`config.mk`:
```
export PLATFORM = sky130hd
export DESIGN_NAME = dlr_mac
export DESIGN_NICKNAME = d
export VERILOG_FILES = /design/src/dlr_pkg.sv /design/src/dlr_mac.sv
export SDC_FILE = /design/constraint.sdc
export NUM_CORES = 1
export LEC_CHECK = 0
export ABC_CLOCK_PERIOD_IN_PS = 3000
export BUFFER_PORTS_ARGS = -buffer_cell sky130_fd_sc_hd__buf_2
export CORE_MARGIN = 3
export CORE_UTILIZATION = 35
export DETAILED_ROUTE_END_ITERATION = 8
export HOLD_SLACK_MARGIN = 0.06
export PLACE_DENSITY = 0.5
export SLEW_MARGIN = 5
export SYNTH_ARGS = -nofsm -noshare
export SYNTH_HDL_FRONTEND = slang
export SYNTH_SLANG_ARGS = --single-unit
export TNS_END_PERCENT = 30
```
`constraint.sdc`:
```
create_clock -name clk -period 3 [get_ports clk]
set_clock_uncertainty 0.2 [all_clocks]
set_input_delay 0.6 -clock clk [delete_from_list [all_inputs] [get_ports clk]]
set_output_delay 0.6 -clock clk [all_outputs]
set_load 0.03 [all_outputs]
```
`src/dlr_pkg.sv`:
```
// ----------------------------------------------------------------------------
// dlr_pkg
// shared types and constants of the dense layer with relu
// ----------------------------------------------------------------------------
`default_nettype none

package dlr_pkg;

	localparam int IN_SIZE_DEF  = 64;
	localparam int OUT_SIZE_DEF = 64;

	localparam int IDX_W   = 6;
	localparam int VAL_W   = 16;
	localparam int PROD_W  = 2 * VAL_W;
	localparam int ACT_W   = 15;
	localparam int FRAC_W  = 8;
	localparam int ACC_W   = 40;
	localparam int WADDR_W = 2 * IDX_W;

	localparam logic [1:0] MODE_WEIGHT = 2'd0;
	localparam logic [1:0] MODE_BIAS   = 2'd1;
	localparam logic [1:0] MODE_INPUT  = 2'd2;

	typedef struct packed {
		logic init;
		logic mul_v;
	} mac_ctrl_t;

endpackage

`default_nettype wire

```
`src/dlr_mac.sv`:
```
// ----------------------------------------------------------------------------
// dlr_mac
// shared multiply-accumulate unit with rounding, relu and saturation
// ----------------------------------------------------------------------------
`default_nettype none

module dlr_mac (
	input  wire                               clk,
	input  wire                               arst_n,
	input  dlr_pkg::mac_ctrl_t                ctrl,
	input  wire signed [dlr_pkg::VAL_W-1:0]   bias,
	input  wire signed [dlr_pkg::VAL_W-1:0]   x,
	input  wire signed [dlr_pkg::VAL_W-1:0]   w,
	output logic                              busy,
	output logic       [dlr_pkg::ACT_W-1:0]   act
);

	logic signed [dlr_pkg::PROD_W-1:0] prod_s2;
	logic                              mul_v_s2;
	logic signed [dlr_pkg::ACC_W-1:0]  acc_q;
	logic signed [dlr_pkg::ACC_W-1:0]  rnd;

	always_ff @(posedge clk or negedge arst_n) begin
		if (!arst_n) begin
			mul_v_s2 <= 1'b0;
		end else begin
			mul_v_s2 <= ctrl.mul_v;
		end
	end

	always_ff @(posedge clk) begin
		if (ctrl.mul_v) begin
			prod_s2 <= x * w;
		end
		if (ctrl.init) begin
			acc_q <= {{(dlr_pkg::ACC_W-dlr_pkg::VAL_W-dlr_pkg::FRAC_W){bias[dlr_pkg::VAL_W-1]}},
				bias, {dlr_pkg::FRAC_W{1'b0}}};
		end else if (mul_v_s2) begin
			acc_q <= acc_q + {{(dlr_pkg::ACC_W-dlr_pkg::PROD_W){prod_s2[dlr_pkg::PROD_W-1]}},
				prod_s2};
		end
	end

	assign busy = mul_v_s2;

	// round half up, then clamp to 0..32767
	always_comb begin
		rnd = acc_q + dlr_pkg::ACC_W'(128);
		if (rnd[dlr_pkg::ACC_W-1]) begin
			act = '0;
		end else if (rnd[dlr_pkg::ACC_W-2:dlr_pkg::ACT_W+dlr_pkg::FRAC_W] != '0) begin
			act = '1;
		end else begin
			act = rnd[dlr_pkg::ACT_W+dlr_pkg::FRAC_W-1:dlr_pkg::FRAC_W];
		end
	end

endmodule

`default_nettype wire

```
==> impl_metrics.toml, run 1 <==
[yosys]
synth.most_common_cell = "inv_1"
ys_seq_area_frac = 0.1355
ys_seq_elements = 73
avgSynthCellArea_um2 = 9.020
synth_common_cells = "inv_1, fa_1, nand2_1"
synth_edf_count = 64
syn_area_um2 = 15550
synthCells = 1724
synth_nets = 2161
synth_area_leaders = "fa_1, edfxtp_1, ha_1, inv_1, and2_1"
ys_types = 71
synth_top_area_frac = 0.3386
synthFlopType = "edfxtp_1"
synthArstFlopShare = 0.01370
yosys.area.top_type = "fa_1"
ys.warnings.count = 0

[detailed_routing]
top_layer = "met4"
met1_length_um = 20670
first_iter_violations = 508
dr_wl_met3_um = 971
vias = 12570
vias_per_cell = 4.743
ant_nets = 0
drc = 0
wl_met2_um = 19260
wl_per_cell_um = 15.60
first_pass_iters = 5
wl_um = 41360

[global_route]
grt_max_degree = 34
grt_usage = 0.1792
antenna_found_initial = 0
grt_pass1_wl_um = 69210
gr-total-overflow = 0
grt_pass1_vias = 13530

[floorplanning]
ioPinCount = 68
die_x_um = 216.8
core-area_um2 = 43460
fp-row-count = 76
dieArea_um2 = 47000
fp.dieH_um = 216.8
initial_core_util = 0.3579

[final_layout]
num_antenna_cells = 0
seq_area_um2 = 2107
final_layout_size_suffix_gt1_frac = 0.2924
multiInputGateArea_um2 = 12930
fillers = 4162
area_delta_synth_final_pct = 31.96
final_core_util = 0.4722
nNetsFinal = 2498

[placed_design]
place_ws_ns = -3.352
place_congestion = 0.8836
hpwl_um = 35340
io_buffers = 67

[min_path]
holdCritStartpoint = "acc_q[4]$_SDFFE_PP0P_"
whs_path_depth = 2
min_path_type = "reg2reg"
whs_endpoint = "acc_q[4]$_SDFFE_PP0P_"

[worst_setup_path]
rr_endpoint = "acc_q[37]$_DFFE_PP_"
worstSetupStartpoint = "w[6]"
cp_slowest_stage_delay_ns = 0.55
path_class = "in2reg"
crit_chain = "buf_12 > buf_12 > and2_1 > fa_1 > inv_2 > fa_2 > fa_2 > fa_1 > inv_1 > fa_1 > fa_1 > ha_4 > o211ai_1 > o21ai_1 > nand2_2 > o21a_1 > o211a_1 > buf_6 > o21ai_4 > nand3_1 > nor3b_2"
worstPathMaxFanout = 4
cp_slowest_cell = "fa_2"
r2r_cells = 8
cp.required_ns = 2.89
rrSetupSlack_ns = -0.11
startpoint_type = "input port"
crit_top_cell = "fa_1"
cp.arrival_ns = 5.69
reg2reg_from = "acc_q[18]$_DFFE_PP_"
critPathCaptureType = "flop"

[timing]
max_freq_ghz = 0.1726
timing.final.ws_setup_ns = -2.795
slew_violations = 0
relSlewSlack = 0.5420
finalHoldViolCount = 0
finalCritPeriodShare = 1.932
fin_crit_ns = 5.795
final-setup-viol-count = 51
rsz0062_at_grt = "yes"
holdWs_ns = 0.2717
tightest_slew_ns = 0.6870

[cts]
clockBufferDepth = 2
htreeDepth = 3
clock_latency_ns = 0.34
clk_pin_slew_ns = 0.06
clock-sinks = 73
cts_tree = "yes"
cts_buffers = 9
clockRootBuffer = "clkbuf_16"

[run_status]
failed_checks = "setup timing"
status = "complete, but fails checks"

[flow_run]
max_cap_violations = 0
-- how the worst max path moves through the flow --
stage | endpoint | slack [ns]
floorplan | prod_s2[28]$_DFFE_PP_ | -2.94
global placement | prod_s2[28]$_DFFE_PP_ | -3.30
detailed placement | prod_s2[22]$_DFFE_PP_ | -3.35
CTS | prod_s2[24]$_DFFE_PP_ | -2.88
global route | prod_s2[31]$_DFFE_PP_ | -2.98
finish | prod_s2[29]$_DFFE_PP_ | -2.80
-- sequential cells by signal, indices dropped and copies added, names as in the netlist --
name	count
acc_q	40
prod_s2	32
busy	1
-- stage by stage --
stage / cell area [um^2] / setup TNS (ns) / std cells
floorplan: 15960 / -67.04 / 1724
global placement: 18950 / -81.46 / 2615
detailed placement: 18950 / -83.07 / 2615
CTS: 19890 / -71.71 / 2642
global route: 20520 / -78.73 / 2651
finish: 20520 / -70.18 / 2651
-- worst max-delay path, delay by kind of cell --
kind / cells / cell delay, ns
buf+inv: 5 / 0.45
fa+ha+maj: 7 / 3.26
simple gates: 4 / 0.44
compound gates: 5 / 0.89
-- cells in the final DEF, fill, tap and decap left out, drive strengths merged, types with 4 or more instances in the layout --
cell type,n
nand3,26
o21a,13
a21oi,87
fa,263
o2111ai,4
and2,124
edfxtp,64
a211o,6
or4,5
or2,5
nor2b,8
inv,331
o31ai,16
o21bai,10
nand2b,12
ha,122
and3,13
or3,9
a2111oi,5
xor2,26
dfxtp,8
nor2,65
xnor2,48
a21o,34
o22ai,4
nand2,189
o211ai,4
mux2i,7
nor4,4
nand4,11
o21ai,56
clkbuf,16
nor3b,5
nor3,26
a31oi,6
a211oi,17
and4,7
buf,374
-- cell type report --
class | count | area share
multi-input cells | 1266 | 0.6302
repair buffers | 380 | 0.1555
flip-flops and latches | 73 | 0.1027
inverters | 331 | 0.06055
well taps | 585 | 0.03567
clock buffers | 11 | 0.01134
clock inverters | 5 | 0.004024
-- cells by family (layout without fill, tap and decap cells) --
kind of cell / after synthesis / after routing / synth area share
and+or+nand+nor: 513 / 513 / 0.1654
adders and majority gates: 385 / 385 / 0.4367
buffers and inverters: 385 / 727 / 0.09325
AOI/OAI and AO/OA: 287 / 287 / 0.1229
xor gates and xnor gates: 74 / 74 / 0.04168
DFF: 73 / 73 / 0.1355
muxes: 7 / 7 / 0.004506
-- routing by layer --
| metal | GRT usage | vias to the layer above |
|---|---|---|
| met2 | 0.2994 | 176 |
| met1 | 0.2628 | 6150 |
| met3 | 0.008657 | 24 |
| met4 | 0.03042 | 0 |
| met5 | 0 | - |
| li1 | - | 6223 |
-- what timing repair did --
item	CTS	global route
pin swaps	59	67
setup buffers	10	10
cloned	0	2
hold buffers	1	0
endpoints found under the setup margin	55	66
gates resized for setup	138	132
hold endpoints to repair	1	0
Power of run 1 is not shown: default switching activity piles up to over one toggle a cycle in this logic, so the estimate is an artifact.
==> run 2, diff against run 1 <==
- ABC_CLOCK_PERIOD_IN_PS: 3000 -> 5850
- GPL_ROUTABILITY_DRIVEN: unset -> 0
- PLACE_DENSITY: 0.5 -> 0.48
- TNS_END_PERCENT: 30 -> unset
- clock period: 3 -> 5.85 ns (I/O delays scaled with it)
==> run 2 against run 1 <==
Compared with the run above:
- the flow still finishes with violations (setup timing)
- sequential share of layout area up 0.72 points
- highest routed layer unchanged
- via count down 2.7%
- first-iteration DRC count shrank 11%
- register-to-register slack gained 2.6 ns
==> impl_metrics.toml, run 2 (same netlist as run 1, synthesis figures left out) <==
[run_status]
status = "complete, but fails checks"
failed_checks = "setup timing"

[worst_setup_path]
cp_slowest_cell = "fa_1"
crit_top_cell = "fa_1"
r2r_cells = 11
path_buf_inv = 8
path_delay_family = "adder cells"
path_class = "in2reg"
crit_chain = "buf_12 > and2_4 > fa_1 > inv_2 > fa_1 > inv_1 > fa_2 > fa_1 > fa_1 > inv_1 > fa_1 > inv_2 > ha_4 > buf_6 > buf_6 > a21o_1 > o31ai_4 > a21oi_2 > buf_4 > o41ai_4 > o21ai_1 > xor2_1"
path_depth = 22
cp.required_ns = 5.74
critPathCaptureType = "flop"
startpoint_type = "input port"
cp_slowest_stage_delay_ns = 0.56
cp.arrival_ns = 6.34
worstPathMaxFanout = 8

[timing]
finalHoldViolCount = 0
tns_ns = -6.569
rsz0062_at_grt = "yes"
slew_violations = 0
timing.final.ws_setup_ns = -0.5997
relSlewSlack = 0.2727
fin_crit_ns = 6.450
final-setup-viol-count = 19
max_freq_ghz = 0.1550
finalCritPeriodShare = 1.103
tightest_slew_ns = 1.083
holdWs_ns = 0.2799

[floorplanning]
initial_core_util = 0.3579
core-area_um2 = 43460
dieArea_um2 = 47000
ioPinCount = 68
fp.dieH_um = 216.8
die_x_um = 216.8
fp-row-count = 76

[detailed_routing]
first_pass_iters = 7
vias = 12240
first_iter_violations = 451
drc = 0
ant_nets = 0
vias_per_cell = 4.822
wl_um = 39870
wl_per_cell_um = 15.71

[final_layout]
largest_reg_flops = 40
area_delta_synth_final_pct = 23.30
top_register = "acc_q"
nNetsFinal = 2385
final_cell_mix = "inv_1, fa_1, buf_4"
fillers = 4284
layout_commonest_cell = "inv_1"
final_layout_size_suffix_gt1_frac = 0.2289
num_antenna_cells = 0
instances_no_fill = 2538

[global_route]
grt_usage = 0.1742
grt_pass1_wl_um = 67410
gr-total-overflow = 0
grt_max_degree = 34
grt_pass1_vias = 12950
antenna_found_initial = 0

[placed_design]
dp_cells = 2496
io_buffers = 67
hpwl_um = 34200

[cts]
clockBufferDepth = 2
clock_latency_ns = 0.34
cts_hold_buf = 0
cts_tree = "yes"
clk_pin_slew_ns = 0.06
htreeDepth = 3
cts_buffers = 9
clock-sinks = 73
clockRootBuffer = "clkbuf_16"

[min_path]
whs_path_depth = 2
min_path_type = "reg2reg"

[flow_run]
max_cap_violations = 0
[run 2: per-stage QoR]
stage | utilization | setup WS [ns] | cell area, um^2
after global routing | 0.4412 | -0.7512 | 19170
after detailed placement | 0.4157 | -1.101 | 18060
after global placement | 0.4157 | -1.054 | 18060
after floorplan | - | -0.6595 | 16050
final | 0.4412 | -0.5997 | 19170
after CTS | 0.4338 | -0.5791 | 18850
[run 2: worst register-to-register path, stage by stage, from the launching register on]
cell       delay [ns]
edfxtp_1         0.35
ha_1             0.17
inv_1            0.06
fa_1             0.42
nor2b_4          0.17
o31ai_4          0.09
a2111oi_2        0.54
a21oi_1          0.26
o21ai_0          0.40
a21oi_1          0.16
xor2_1           0.20
o21ai_0          0.10
[run 2: path summary, 6_finish.rpt]
check	startpoint	end	slack [ns]
worst min-delay path	acc_q[4]$_SDFFE_PP0P_	acc_q[4]$_SDFFE_PP0P_	0.28
min in group asynchronous	arst_n	busy$_DFF_PN0_	0.40
max in group asynchronous	arst_n	busy$_DFF_PN0_	4.97
worst max-delay path	x[11]	prod_s2[30]$_DFFE_PP_	-0.60
worst min register to register	acc_q[4]$_SDFFE_PP0P_	acc_q[4]$_SDFFE_PP0P_	0.28
worst max register to register	prod_s2[0]$_DFFE_PP_	acc_q[22]$_DFFE_PP_	2.46
[run 2: layout make-up]
class / instances / area, um^2 / share of cell area
Clock inverter: 6 / 58.81 / 0.003067
Timing Repair Buffer: 267 / 2168 / 0.1131
Sequential cell: 73 / 2107 / 0.1099
Multi-Input combinational cell: 1266 / 12640 / 0.6591
Tap cell: 585 / 732.0 / 0.03817
Inverter: 331 / 1242 / 0.06480
Clock buffer: 10 / 229.0 / 0.01194
[run 2: repair_timing]
action / CTS / global route
pin swaps: 55 / 37
endpoints found under the setup margin: 21 / 21
setup buffers: 17 / 11
cloned: 1 / 1
resized for setup: 106 / 65
[run 2: layer usage]
metal	up-vias	track usage	part of all wire
met2	199	0.2783	0.44
met3	32	0.01382	0.031
met1	6002	0.2601	0.51
met5	-	0	0
met4	0	0.03611	0.016
li1	6006	-	-
Power of run 2 is left out for the same reason.
==> run 3, diff against run 2 <==
- REMOVE_ABC_BUFFERS: unset -> 1
==> run 3 against run 2 <==
Compared with the run above:
- the flow still finishes with violations (setup timing)
- final area increased by 2.0%
- cell count grew 1.1%
- count of clock-buffer cells in the layout stayed put
- utilization up 0.87 points
- die area unchanged
- flip-flop and latch count stayed put
- wire length rose by 1.2%
- via count rose by 0.68%
- non-clock buffer count up 27
- worst setup slack lost 0.024 ns
- first-iteration DRC count rose by 16%
- global-route usage increased by 0.27 points
==> impl_metrics.toml, run 3 (same netlist as run 1, synthesis figures left out) <==
[worst_setup_path]
crit_chain = "buf_12 > and2_4 > fa_1 > inv_2 > fa_2 > fa_1 > inv_1 > fa_1 > fa_1 > inv_1 > fa_1 > inv_2 > ha_4 > buf_6 > o211ai_1 > o21ai_1 > nand2_2 > o21a_1 > o211a_4 > nor2_4 > buf_6 > o21ai_2 > a211o_1"
path_buf_inv = 7
crit_top_cell = "fa_1"
cp_slowest_stage_delay_ns = 0.54
cp.required_ns = 5.74
reg2reg_from = "acc_q[8]$_DFFE_PP_"
path_delay_family = "adder cells"
cp.arrival_ns = 6.36
path_class = "in2reg"
startpoint_type = "input port"
cp_slowest_cell = "fa_1"
critPathCaptureType = "flop"
worstPathMaxFanout = 6
worstSetupStartpoint = "x[8]"

[timing]
finalHoldViolCount = 0
tightest_slew_ns = 1.047
holdWs_ns = 0.2663
timing.final.ws_setup_ns = -0.6238
fin_crit_ns = 6.474
final-setup-viol-count = 17
max_freq_ghz = 0.1545
tns_ns = -7.198
slew_violations = 0
finalCritPeriodShare = 1.107
relSlewSlack = 0.2968
rsz0062_at_grt = "yes"

[global_route]
grt_pass1_vias = 13120
grt_pass1_wl_um = 68120
grt_usage = 0.1769
grt_max_degree = 34
gr-total-overflow = 0
antenna_found_initial = 0

[detailed_routing]
wl_um = 40370
drc = 0
vias_per_cell = 4.804
wl_per_cell_um = 15.74
first_pass_iters = 5
first_iter_violations = 521
vias = 12320
ant_nets = 0

[final_layout]
layout_commonest_cell = "inv_1"
final_layout_size_suffix_gt1_frac = 0.2389
nNetsFinal = 2412
num_antenna_cells = 0
final_cell_mix = "inv_1, fa_1, buf_4"
design_area_um2 = 19550
area_delta_synth_final_pct = 25.73
largest_reg_flops = 40
top_register = "acc_q"

[min_path]
holdCritStartpoint = "acc_q[4]$_SDFFE_PP0P_"
min_path_type = "reg2reg"

[floorplanning]
core-area_um2 = 43460
die_x_um = 216.8
dieArea_um2 = 47000
initial_core_util = 0.3579
ioPinCount = 68
fp.dieH_um = 216.8
fp-row-count = 76

[cts]
cts_tree = "yes"
clockRootBuffer = "clkbuf_16"
clockBufferDepth = 2
htreeDepth = 3
cts_buffers = 9
clock_latency_ns = 0.34
clock-sinks = 73
clk_pin_slew_ns = 0.05

[placed_design]
io_buffers = 67
dpl_cell_area_um2 = 18030
place_ws_ns = -1.370
hpwl_um = 34820

[flow_run]
max_cap_violations = 0

[run_status]
failed_checks = "setup timing"
status = "complete, but fails checks"
==> run 3: worst paths after layout <==
check,end,slack [ns],cells after the start
setup / recovery,prod_s2[31]$_DFFE_PP_,-0.62,23
hold / removal,acc_q[4]$_SDFFE_PP0P_,0.27,2
setup reg to reg,acc_q[37]$_DFFE_PP_,2.47,8
hold reg to reg,acc_q[4]$_SDFFE_PP0P_,0.27,2
max in group asynchronous,busy$_DFF_PN0_,4.97,1
min in group asynchronous,busy$_DFF_PN0_,0.40,1
==> run 3: routing by layer <==
| layer | wire length (um) | share of wire | up-vias | global-route usage |
|---|---|---|---|---|
| met1 | 20070 | 0.50 | 6001 | 0.2570 |
| met4 | 804 | 0.020 | 0 | 0.04399 |
| met5 | 0 | 0 | - | 0 |
| li1 | - | - | 6073 | - |
| met2 | 18260 | 0.45 | 212 | 0.2898 |
| met3 | 1232 | 0.031 | 36 | 0.01117 |
==> run 3: timing repair <==
| item | 4_1_cts | 5_1_grt |
|---|---|---|
| resized for setup | 187 | 81 |
| buffers inserted | 26 | 6 |
| pin swaps | 91 | 62 |
| hold endpoints to repair | 0 | 0 |
| hold buffers | 0 | 0 |
| gates cloned | 1 | 0 |
| endpoints found under the setup margin | 22 | 22 |
==> run 3: worst register-to-register path, cell delays in order (launching register included) <==
cell	delay, ns
edfxtp_1	0.46
ha_1	0.43
and4_1	0.26
a21bo_2	0.25
a21oi_2	0.34
o2111ai_1	0.30
a2111oi_2	0.51
mux2i_1	0.23
o311ai_1	0.12
==> run 3: final cells by class <==
cell class	count	area, um^2
Timing Repair Buffer	294	2500
Clock inverter	6	58.81
Multi-Input combinational cell	1266	12680
Tap cell	585	732.0
Fill cell	4314	23900
Inverter	331	1242
Clock buffer	10	229.0
Sequential cell	73	2107
==> run 3: per-stage QoR <==
stage,std cells,utilization
3_5_place_dp,2524,0.4148
4_1_cts,2564,0.4430
3_3_place_gp,2524,0.4148
5_1_grt,2565,0.4499
2_1_floorplan,1670,-
6_report,2565,0.4499
Power of run 3 is left out for the same reason.
